[src/sv/mnps_pkg.sv]
// ----------------------------------------------------------------------------
// mnps_pkg
// Shared constants, codes and the priority compare for the note stack.
// ----------------------------------------------------------------------------
`timescale 1ns / 1ps
`default_nettype none

package mnps_pkg;

    localparam int MNPS_MAX_HELD = 128;  // default held-list depth
    localparam int MNPS_NOTE_W   = 7;
    localparam int MNPS_VEL_W    = 7;
    localparam int MNPS_FUNC_W   = 2;
    localparam int MNPS_MODE_W   = 2;
    localparam int MNPS_HC_W     = 8;    // held_count port width
    localparam int MNPS_CIDX_W   = 1;
    localparam int MNPS_CDAT_W   = 2;

    typedef logic [MNPS_NOTE_W-1:0] t_note;
    typedef logic [MNPS_VEL_W-1:0]  t_vel;
    typedef logic [MNPS_FUNC_W-1:0] t_func;
    typedef logic [MNPS_MODE_W-1:0] t_mode;

    // event codes
    localparam t_func FUNC_ON  = 2'd0;
    localparam t_func FUNC_OFF = 2'd1;
    localparam t_func FUNC_ALL = 2'd2;

    // priority modes (any other code is last pressed)
    localparam t_mode PRIO_LAST = 2'd0;
    localparam t_mode PRIO_HIGH = 2'd1;
    localparam t_mode PRIO_LOW  = 2'd2;

    // config register indexes
    localparam logic [MNPS_CIDX_W-1:0] CFG_PRIORITY_MODE = 1'd0;
    localparam logic [MNPS_CIDX_W-1:0] CFG_GLIDE_ENABLED = 1'd1;

    // Fold one list entry into the running choice.
    function automatic t_note note_fold(input t_mode mode, input logic have,
                                        input t_note best, input t_note v);
        t_note res;
        res = v;
        case (mode)
            PRIO_HIGH: res = (!have || (v > best)) ? v : best;
            PRIO_LOW:  res = (!have || (v < best)) ? v : best;
            default:   res = v;
        endcase
        return res;
    endfunction

endpackage

`default_nettype wire

[src/sv/mono_note_priority_stack.sv]
// Sequence: note-on / note-off walk the held list (a note-on then appends), then evaluate;
//   a full list gives a note-on a second, shifting pass; all-off and unknown codes skip the walk.
// Flow: one item at a time; the walk reads one held-list RAM entry per cycle on its
//   single read port, so the list length sets how long each item takes.
// Results sit in an output register; a new item is taken while the last result still waits.
// Reset: synchronous, active low; list empty, no current note, velocities and config zero.
// ----------------------------------------------------------------------------
// mono_note_priority_stack
// Monophonic note-priority engine: held list in RAM, walked by one sequencer.
// ----------------------------------------------------------------------------
`timescale 1ns / 1ps
`default_nettype none

module mono_note_priority_stack
    import mnps_pkg::*;
#(
    parameter int MAX_HELD = MNPS_MAX_HELD   // 2 .. 128
) (
    input  wire                    i_clk,
    input  wire                    i_rst_n,
    // event channel
    input  wire                    i_in_valid,
    output logic                   o_in_stall,
    input  wire  [MNPS_FUNC_W-1:0] i_func,
    input  wire  [MNPS_NOTE_W-1:0] i_note,
    input  wire  [MNPS_VEL_W-1:0]  i_velocity,
    input  wire                    i_envelope_active,
    // result channel
    output logic                   o_out_valid,
    input  wire                    i_out_stall,
    output logic [MNPS_NOTE_W-1:0] o_selected_note,
    output logic                   o_note_held,
    output logic                   o_new_target,
    output logic                   o_pitch_jump,
    output logic                   o_env_trigger,
    output logic                   o_env_release,
    output logic [MNPS_VEL_W-1:0]  o_gain_velocity,
    output logic [MNPS_HC_W-1:0]   o_held_count,
    // config write channel
    input  wire                    i_cfg_valid,
    output logic                   o_cfg_ready,
    input  wire  [MNPS_CIDX_W-1:0] i_cfg_index,
    input  wire  [MNPS_CDAT_W-1:0] i_cfg_data
);

    localparam int CNT_W = $clog2(MAX_HELD + 1);   // holds 0 .. MAX_HELD
    localparam int IDX_W = $clog2(MAX_HELD);       // RAM address
    localparam logic [CNT_W-1:0] FULL_CNT = CNT_W'(MAX_HELD);

    // sequencer states
    localparam logic [1:0] S_IDLE   = 2'd0;  // waiting for an item
    localparam logic [1:0] S_WALK   = 2'd1;  // compaction / shift pass over the list
    localparam logic [1:0] S_APPEND = 2'd2;  // write new note at list tail
    localparam logic [1:0] S_EVAL   = 2'd3;  // pick note, update voice, load result

    // ------------------------------------------------------------------
    // Held list RAM: one write port, one registered read port.
    // Walk reads entry r while writing at w <= r - 1, so no collision.
    // ------------------------------------------------------------------
    t_note             r_mem [MAX_HELD];
    t_note             r_rdata;
    logic              w_we;
    logic [IDX_W-1:0]  w_waddr;
    t_note             w_wdata;
    logic [IDX_W-1:0]  w_raddr;

    always_ff @(posedge i_clk) begin
        if (w_we) begin
            r_mem[w_waddr] <= w_wdata;
        end
        r_rdata <= r_mem[w_raddr];
    end

    // ------------------------------------------------------------------
    // Control and voice state
    // ------------------------------------------------------------------
    logic [1:0]       r_state,  n_state;
    logic [CNT_W-1:0] r_len,    n_len;     // held_len
    logic [CNT_W-1:0] r_rd,     n_rd;      // next read index
    logic [CNT_W-1:0] r_wr,     n_wr;      // next write index / kept count
    logic             r_pv,     n_pv;      // r_rdata carries a list entry
    logic             r_shift,  n_shift;   // pass drops the oldest entry
    logic             r_have,   n_have;    // r_best holds something
    t_note            r_best,   n_best;    // running priority choice

    // latched item
    t_func            r_func,   n_func;
    t_note            r_note,   n_note;
    t_vel             r_vel,    n_vel;
    logic             r_env,    n_env;

    t_note            r_cur_note,  n_cur_note;
    logic             r_cur_valid, n_cur_valid;
    t_vel             r_pend,      n_pend;     // velocity of last note-on
    t_vel             r_latch,     n_latch;    // velocity of last trigger

    t_mode            r_mode;
    logic             r_glide;

    // result register
    logic             r_out_valid, n_out_valid;
    t_note            r_o_sel,     n_o_sel;
    logic             r_o_held,    n_o_held;
    logic             r_o_tgt,     n_o_tgt;
    logic             r_o_jump,    n_o_jump;
    logic             r_o_trig,    n_o_trig;
    logic             r_o_rel,     n_o_rel;
    t_vel             r_o_gain,    n_o_gain;
    logic [MNPS_HC_W-1:0] r_o_cnt, n_o_cnt;

    logic             w_out_free;
    logic             w_keep;
    logic             w_act;
    logic             w_silent;

    assign w_raddr    = r_rd[IDX_W-1:0];
    assign w_out_free = !r_out_valid || !i_out_stall;
    assign w_keep     = r_shift || (r_rdata != r_note);
    assign w_act      = (r_func == FUNC_ON) || (r_func == FUNC_OFF) || (r_func == FUNC_ALL);
    assign w_silent   = !r_cur_valid || !r_env;

    always_comb begin
        n_state     = r_state;
        n_len       = r_len;
        n_rd        = r_rd;
        n_wr        = r_wr;
        n_pv        = 1'b0;
        n_shift     = r_shift;
        n_have      = r_have;
        n_best      = r_best;
        n_func      = r_func;
        n_note      = r_note;
        n_vel       = r_vel;
        n_env       = r_env;
        n_cur_note  = r_cur_note;
        n_cur_valid = r_cur_valid;
        n_pend      = r_pend;
        n_latch     = r_latch;
        n_out_valid = r_out_valid && i_out_stall;
        n_o_sel     = r_o_sel;
        n_o_held    = r_o_held;
        n_o_tgt     = r_o_tgt;
        n_o_jump    = r_o_jump;
        n_o_trig    = r_o_trig;
        n_o_rel     = r_o_rel;
        n_o_gain    = r_o_gain;
        n_o_cnt     = r_o_cnt;
        w_we        = 1'b0;
        w_waddr     = r_wr[IDX_W-1:0];
        w_wdata     = r_rdata;

        case (r_state)
            S_IDLE: begin
                if (i_in_valid) begin
                    n_func  = i_func;
                    n_note  = i_note;
                    n_vel   = i_velocity;
                    n_env   = i_envelope_active;
                    n_rd    = '0;
                    n_wr    = '0;
                    n_have  = 1'b0;
                    n_shift = 1'b0;
                    case (i_func)
                        FUNC_ON, FUNC_OFF: begin
                            n_state = S_WALK;
                        end
                        FUNC_ALL: begin
                            n_len   = '0;
                            n_state = S_EVAL;
                        end
                        default: begin
                            n_state = S_EVAL;   // unknown code: report only
                        end
                    endcase
                end
            end

            S_WALK: begin
                // consume the entry read last cycle
                if (r_pv && w_keep) begin
                    w_we   = 1'b1;
                    n_wr   = r_wr + 1'b1;
                    n_best = note_fold(r_mode, r_have, r_best, r_rdata);
                    n_have = 1'b1;
                end
                if (r_rd != r_len) begin
                    n_rd = r_rd + 1'b1;
                    n_pv = 1'b1;
                end else if (!r_pv) begin
                    n_len = r_wr;
                    if (r_func == FUNC_ON) begin
                        if (r_wr == FULL_CNT) begin
                            // full list: second pass moves entries down by one
                            n_shift = 1'b1;
                            n_rd    = CNT_W'(1);
                            n_wr    = '0;
                            n_have  = 1'b0;
                        end else begin
                            n_state = S_APPEND;
                        end
                    end else begin
                        n_state = S_EVAL;
                    end
                end
            end

            S_APPEND: begin
                w_we    = 1'b1;
                w_wdata = r_note;
                n_len   = r_wr + 1'b1;
                n_best  = note_fold(r_mode, r_have, r_best, r_note);
                n_have  = 1'b1;
                n_pend  = r_vel;
                n_state = S_EVAL;
            end

            S_EVAL: begin
                if (w_out_free) begin
                    n_o_tgt  = 1'b0;
                    n_o_jump = 1'b0;
                    n_o_trig = 1'b0;
                    n_o_rel  = 1'b0;
                    if (w_act) begin
                        if (r_len == '0) begin
                            if (r_cur_valid) begin
                                n_o_rel = 1'b1;
                            end
                            n_cur_valid = 1'b0;
                            n_cur_note  = '0;
                        end else if (w_silent || (r_best != r_cur_note)) begin
                            n_o_tgt     = 1'b1;
                            n_o_jump    = w_silent || !r_glide;
                            n_cur_note  = r_best;
                            n_cur_valid = 1'b1;
                            if (w_silent && (r_func == FUNC_ON)) begin
                                n_o_trig = 1'b1;
                                n_latch  = r_pend;
                            end
                        end
                    end
                    n_o_sel     = n_cur_valid ? n_cur_note : '0;
                    n_o_held    = n_cur_valid;
                    n_o_gain    = n_latch;
                    n_o_cnt     = MNPS_HC_W'(r_len);
                    n_out_valid = 1'b1;
                    n_state     = S_IDLE;
                end
            end

            default: begin
                n_state = S_IDLE;
            end
        endcase
    end

    always_ff @(posedge i_clk) begin
        if (!i_rst_n) begin
            r_state     <= S_IDLE;
            r_len       <= '0;
            r_pv        <= 1'b0;
            r_cur_note  <= '0;
            r_cur_valid <= 1'b0;
            r_pend      <= '0;
            r_latch     <= '0;
            r_mode      <= PRIO_LAST;
            r_glide     <= 1'b0;
            r_out_valid <= 1'b0;
        end else begin
            r_state     <= n_state;
            r_len       <= n_len;
            r_pv        <= n_pv;
            r_cur_note  <= n_cur_note;
            r_cur_valid <= n_cur_valid;
            r_pend      <= n_pend;
            r_latch     <= n_latch;
            r_out_valid <= n_out_valid;
            // the user must send config only while idle; the block itself does not enforce it
            if (i_cfg_valid) begin
                case (i_cfg_index)
                    CFG_PRIORITY_MODE: r_mode  <= i_cfg_data;
                    CFG_GLIDE_ENABLED: r_glide <= i_cfg_data[0];
                    default: begin
                    end
                endcase
            end
        end
    end

    // walk datapath and result payload, no reset needed
    always_ff @(posedge i_clk) begin
        r_rd    <= n_rd;
        r_wr    <= n_wr;
        r_shift <= n_shift;
        r_have  <= n_have;
        r_best  <= n_best;
        r_func  <= n_func;
        r_note  <= n_note;
        r_vel   <= n_vel;
        r_env   <= n_env;
        r_o_sel  <= n_o_sel;
        r_o_held <= n_o_held;
        r_o_tgt  <= n_o_tgt;
        r_o_jump <= n_o_jump;
        r_o_trig <= n_o_trig;
        r_o_rel  <= n_o_rel;
        r_o_gain <= n_o_gain;
        r_o_cnt  <= n_o_cnt;
    end

    assign o_in_stall      = (r_state != S_IDLE);
    assign o_cfg_ready     = 1'b1;
    assign o_out_valid     = r_out_valid;
    assign o_selected_note = r_o_sel;
    assign o_note_held     = r_o_held;
    assign o_new_target    = r_o_tgt;
    assign o_pitch_jump    = r_o_jump;
    assign o_env_trigger   = r_o_trig;
    assign o_env_release   = r_o_rel;
    assign o_gain_velocity = r_o_gain;
    assign o_held_count    = r_o_cnt;

endmodule

`default_nettype wire

[config.mk]
export PLATFORM = sky130hd
export DESIGN_NAME = mono_note_priority_stack
export DESIGN_NICKNAME = d
export VERILOG_FILES = /design/src/sv/mnps_pkg.sv /design/src/sv/mono_note_priority_stack.sv
export SDC_FILE = /design/constraint.sdc
export NUM_CORES = 1
export LEC_CHECK = 0
export ABC_AREA = 1
export BUFFER_PORTS_ARGS = -buffer_cell sky130_fd_sc_hd__buf_4
export CORE_ASPECT_RATIO = 1.4
export CORE_MARGIN = 2
export CORE_UTILIZATION = 65
export DETAILED_ROUTE_END_ITERATION = 10
export PLACE_DENSITY = 0.82
export SLEW_MARGIN = 20
export SYNTH_ARGS = -nofsm -noshare
export SYNTH_HDL_FRONTEND = slang
export SYNTH_SLANG_ARGS = --single-unit
[constraint.sdc]
create_clock -name i_clk -period 12 [get_ports i_clk]
set_clock_uncertainty 0.1 [all_clocks]
set_input_delay 1.2 -clock i_clk [delete_from_list [all_inputs] [get_ports i_clk]]
set_output_delay 1.2 -clock i_clk [all_outputs]
set_load 0.005 [all_outputs]
Word-level counts from Yosys, hierarchy flattened --
Memories as Yosys holds them, arrays and structs flattened. A register that Yosys moved wholly into a read port is not among the register bits. Index checks and enable logic that the tools add are counted.
Cells by class: bitwise logic cells 3, $lt $le $gt $ge 4, eq/ne operators 29, mux-type cells 68, reductions and logical operators 44, add/sub/neg operators 2
Operators with widths (count):
- 8-bit two-way mux | 14
- 7-bit two-way mux | 13
- 7-bit case mux with 2 select lines | 3
- 8-bit case mux with 2 select lines | 2
- 1-bit two-way mux | 24
- 3-bit inequality test (second input constant) | 8
- 8-bit case mux with 3 select lines | 1
- 8-bit by 1-bit adder with 8-bit output (second input constant) | 2
- 2-bit AND reduction | 8
- 5-bit AND reduction | 3
- 7-bit greater-than comparator | 2
- 7-bit less-than comparator | 2
- 2-bit two-way mux | 7
- 2-bit inequality test (second input constant) | 7
- 7-bit inequality test | 2
- 6-bit AND reduction | 2
- 1-bit logical OR | 11
- 2-bit equality test (second input constant) | 5
- 2-bit by 1-bit equality test with 1-bit output (second input constant) | 4
- 8-bit equality test (second input constant) | 1
- 8-bit zero test | 1
- 8-bit inequality test | 1
- 2-bit case mux with 4 select lines | 1
- 1-bit zero test | 6
- 10 further kinds | 20
Storage, ports and cells: RAM bits 896, memories 1, input bits 25, logic and storage cells 178, flip-flop bits (word level) 106
Memory list:
- r_mem | words 128, width 7, read ports 1, clocked after memory_dff 1, wr ports 1, RTL line mono_note_priority_stack.sv:60 | t_note r_mem [MAX_HELD];

Longest topological paths before layout --
depth after elaboration 9, mapped depth 16, gate-level depth less buffers 13

Worst setup path after synthesis --
No wires, ideal clock.
path kind reg2reg, from register r_state[0], to register r_best[5], data pin, required time 10696 ps, arrival 6113 ps, slack 4582 ps, buffers on the path 2, stages on the path, launching flop included 6, path through dfxtp_1 inv_1 ha_1 clkbuf_1 clkbuf_1 o21ai_0
On the way: cells in the longest elaborated chain, start to end 2
RTL lines:
- from (decl) | RTL line mono_note_priority_stack.sv:77 | logic [1:0] r_state, n_state;
- from (signal assigned) | RTL line mono_note_priority_stack.sv:269 | r_state <= n_state;
- 2-bit equality test or 2-bit by 1-bit equality test with 1-bit output (tied branches) | RTL line mono_note_priority_stack.sv:152 | case (r_state)
- 7-bit case mux with 2 select lines * | RTL line mono_note_priority_stack.sv:152
- named net n_best[5] | RTL line mono_note_priority_stack.sv:84 | t_note r_best, n_best;
- to (signal assigned) | RTL line mono_note_priority_stack.sv:295 | r_best <= n_best;
- to (decl) | RTL line mono_note_priority_stack.sv:84
The timed path passes the listed nets; every way through them passes the cells marked *. A chain may end at the register's enable or synchronous reset.

==> summary.md <==
| Metric | Value |
|---|---|
| Lkg Pwr | `18.6 nW` |
| Height of the die | `between 300 and 400 um` |
| Vias | `30.4k` |
| Setup Fix Bufs, Post-CTS | `0` |
| Comb power frac | `between 30% and 40%` |
| Slowest cell on crit path | `buf_4` |
| Diode count | `0` |
| Nets | `roughly 4.2k` |
| Worst-path fanout max | `between 200 and 250` |
| Die footprint | `between 0.06 and 0.07 mm2` |
| EDFF count, synth | `965` |
| Port Buffer Count | `between 50 and 60` |
| Die X-Extent | `~220 um` |
| WP buf/inv | `4` |
| DRC viols | `0` |
| Gp weighted congestion | `between 0.8 and 0.9` |
| CP Capture Type | `register` |
| Routed WL per cell | `about 21 um` |
| Sequential power share | `between 40% and 50%` |
| Measured slew at the worst slew-check pin | `1140 ps` |
| Detailed placer's ending HPWL | `slightly above 60 mm` |
| Req. time, crit path | `12480 ps` |
| CP startpoint kind | `register` |
| Rel. slew slack | `24.1%` |
| Syn Area/Cell | `10.3 um2` |
| Hold_sp | `r_mode[1]` |
| CTS Buf Count | `86` |
| # IOs | `55` |
| CTS tree | `yes` |
| R2R Path End | `r_rdata[1]` |
| Core Area | `about 0.066 mm2` |
| CTS Sinks | `1009` |
| Finished Core Util | `71.1%` |
| Hold depth | `2` |
| CTS resizes | `0` |
| First-pass GRT wire length | `between 150 and 200 mm` |
| R2r startpoint | `r_rd[0]` |
| Commonest non-fill, non-tap cell in the layout | `nand2_1` |
| Rows | `112` |
| Pins Over Slew Limit | `0` |
| FILL cells | `approximately 4.3k` |
| Synth unique cells | `40` |
| Switching power | `0.00448 W` |
| Warnings from Yosys | `0` |
| Max Cap Viol | `0` |
| Area of the multi-input gates | `about 0.011 mm2` |
| Clock Latency Late Sink | `660 ps` |
| Setup slack after layout | `7120 ps` |
| Detailed Routing Iterations Pass 1 | `6` |
| Initial antenna violation count | `0` |
| Vias in the first global route | `29.8k` |
| Clk pwr share | `between 20% and 30%` |
| Worst path cell trace | `buf_4 > inv_8 > buf_12 > buf_4 > o21ai_0 > nand2_1 > nor2_1 > nor2_1 > nor2_1 > nor2_1 > nor2_1 > nor2_1` |
| Worst path max stage delay | `approximately 830 ps` |
| Syn nets | `approximately 4.3k` |
| Cell Count Post-Placement | `between 4k and 5k` |
| CP arrival | `around 5400 ps` |
| Setup Total Neg Slack | `0 ps` |
| H-Tree Depth | `3` |
| Run status | `completed` |
| Vias per std cell | `a little under 6` |
| Hold buffers post-CTS | `0` |
| Worst min path class | `reg2reg` |
| Root Driver | `clkbuf_16` |
| Clock buffer depth | `3` |
| Final ANT Viol Nets | `0` |
| Cell Area, Synth | `about 0.043 mm2` |
| DRT iter0 DRCs | `roughly 3.9k` |
| Starting Density | `65.4%` |
| Area growth, synth to finish | `8.69%` |
| Fin crit period | `4880 ps` |
| Peak Freq | `~200 MHz` |
| Share of layout cells above drive strength 1 | `~5.9%` |
| Worst path most repeated cell | `nor2_1` |
| Ys async rst share | `0%` |
| RSZ-0062 raised after global routing | `no` |
| Hold endpoint | `r_mode[1]` |
| Worst vdd ir | `between 200 and 300 uV` |
| Cell family with most CP delay | `buffers and inverters` |
| GRT Total Usage | `approximately 31%` |
| Dpl ws | `~7300 ps` |
| # setup viols final | `0` |
| Post-synthesis instance total | `4228` |
| Final hold violations | `0` |
| Switching Fraction | `38.5%` |
| Register area | `0.0299 mm2` |
| Power Dens Cells | `around 250 mW/mm2` |
| Internal | `approximately 0.007 W` |
| Routed wire length | `about 110 mm` |
| Fin Hold WS | `between 300 and 400 ps` |
| Worst Setup Path Type | `reg2reg` |
| CTS clk-pin slew, worst paths | `approximately 70 ps` |
| Commonest non-fill, non-tap cells in the layout | `1236 x nand2_1, 965 x edfxtp_1, 609 x nor2_1, 400 x inv_1, 377 x nand3_1` |
| Pin count of the biggest net entering global routing | `about 220` |
| Post-Layout Cell Count | `5126` |
| Tcrit/Tclk final | `approximately two fifths` |
| Register area share after synthesis | `around 69%` |
| Main flop type after synthesis | `edfxtp_1` |
| Synth Register Bits | `roughly 1.0k` |
| Final global-route overflow total | `0` |
| R2R depth | `12` |
| R2r setup slk | `approximately 7100 ps` |
==> power groups by stage <==
| stage | combinational (W) | sequential [W] | clock (W) |
|---|---|---|---|
| 2_1_floorplan | 0.00255 | 0.00499 | 0 |
| 3_3_place_gp | 0.00381 | 0.00482 | 0 |
| 3_5_place_dp | 0.00390 | 0.00483 | 0 |
| 4_1_cts | 0.00395 | 0.00475 | 0.00285 |
| 5_1_grt | 0.00438 | 0.00477 | 0.00296 |
| 6_report | 0.00405 | 0.00476 | 0.00285 |
==> flip-flops by register name, indices dropped and copies added, names as in the netlist, 8 cells and up <==
register / count
o_held_count: 8
r_len: 8
r_mem: 896
r_rd: 8
r_wr: 8
==> area by class of cell <==
class	instances	area share, %
Timing Repair Buffer	89	1.51
Tap cell	855	2.27
Sequential cell	1009	63.2
Clock inverter	48	0.991
Multi-Input combinational cell	2600	23.6
Inverter	411	3.29
Clock buffer	114	5.11
==> Yosys cell counts (6+ instances only) <==
library cell  instances  area share, %
inv_2                 6          0.052
o21ai_1              25           0.29
ha_1                 22           0.63
edfxtp_1            965             67
a21oi_1              56           0.65
buf_4                18           0.31
buf_1                26           0.22
inv_1               401            3.5
nand4_1              11           0.16
dfxtp_1              44            2.0
buf_2                96            1.1
xor2_1               13           0.26
o31ai_1               7           0.12
clkbuf_1             66           0.57
nor2_1              610            5.3
nand3_1             377            4.3
nand2_1            1237             11
nand3_2               8           0.18
o21ai_0             200            2.3
==> per-stage QoR <==
step                cell area (um2)  power (W)
global placement              44300    0.00863
global route                  47200     0.0121
finish                        47200     0.0117
floorplan                     43400    0.00753
detailed placement            44300    0.00873
CTS                           47200     0.0115
==> worst reg2reg max path: stages, from the launching register on <==
cell and delay, ps:
edfxtp_1 350, buf_4 410, inv_8 730, buf_12 650, buf_4 950, o21ai_0 380
nand2_1 170, nor2_1 50, nor2_1 160, nor2_1 60, nor2_1 570, nor2_1 120
nor2_1 110
==> kinds of logic after synthesis <==
family                   count (synthesis)  synth area share (%)
AO/OA/AOI/OAI                          302                  3.59
other                                    1               0.00863
flip-flops                            1009                  68.7
adder cells (fa/ha/maj)                 22                 0.634
buffers and inverters                  619                  5.81
AND/OR/NAND/NOR                       2259                  20.9
XOR/XNOR                                16                 0.323
==> layer usage <==
metal | global-route usage (%) | wire length [um] | vias to the layer above
met5 | 0 | 0 | -
met4 | 20.4 | 7020 | 0
met3 | 4.83 | 10600 | 424
met2 | 52.7 | 53000 | 1922
met1 | 37.8 | 37600 | 14141
li1 | - | - | 13872
==> worst max path at each step <==
stage | from | endpoint | slack [ps] | depth (start not counted)
floorplan | r_state[0] | r_best[5] | 4580 | 5
global placement | r_rd[0] | r_rdata[4] | 7290 | 12
detailed placement | r_rd[0] | r_rdata[1] | 7260 | 12
CTS | r_rd[0] | r_rdata[4] | 7260 | 12
global route | r_rd[0] | r_rdata[1] | 6980 | 12
finish | r_rd[0] | r_rdata[1] | 7120 | 12
(Power assumes the default switching activity.)
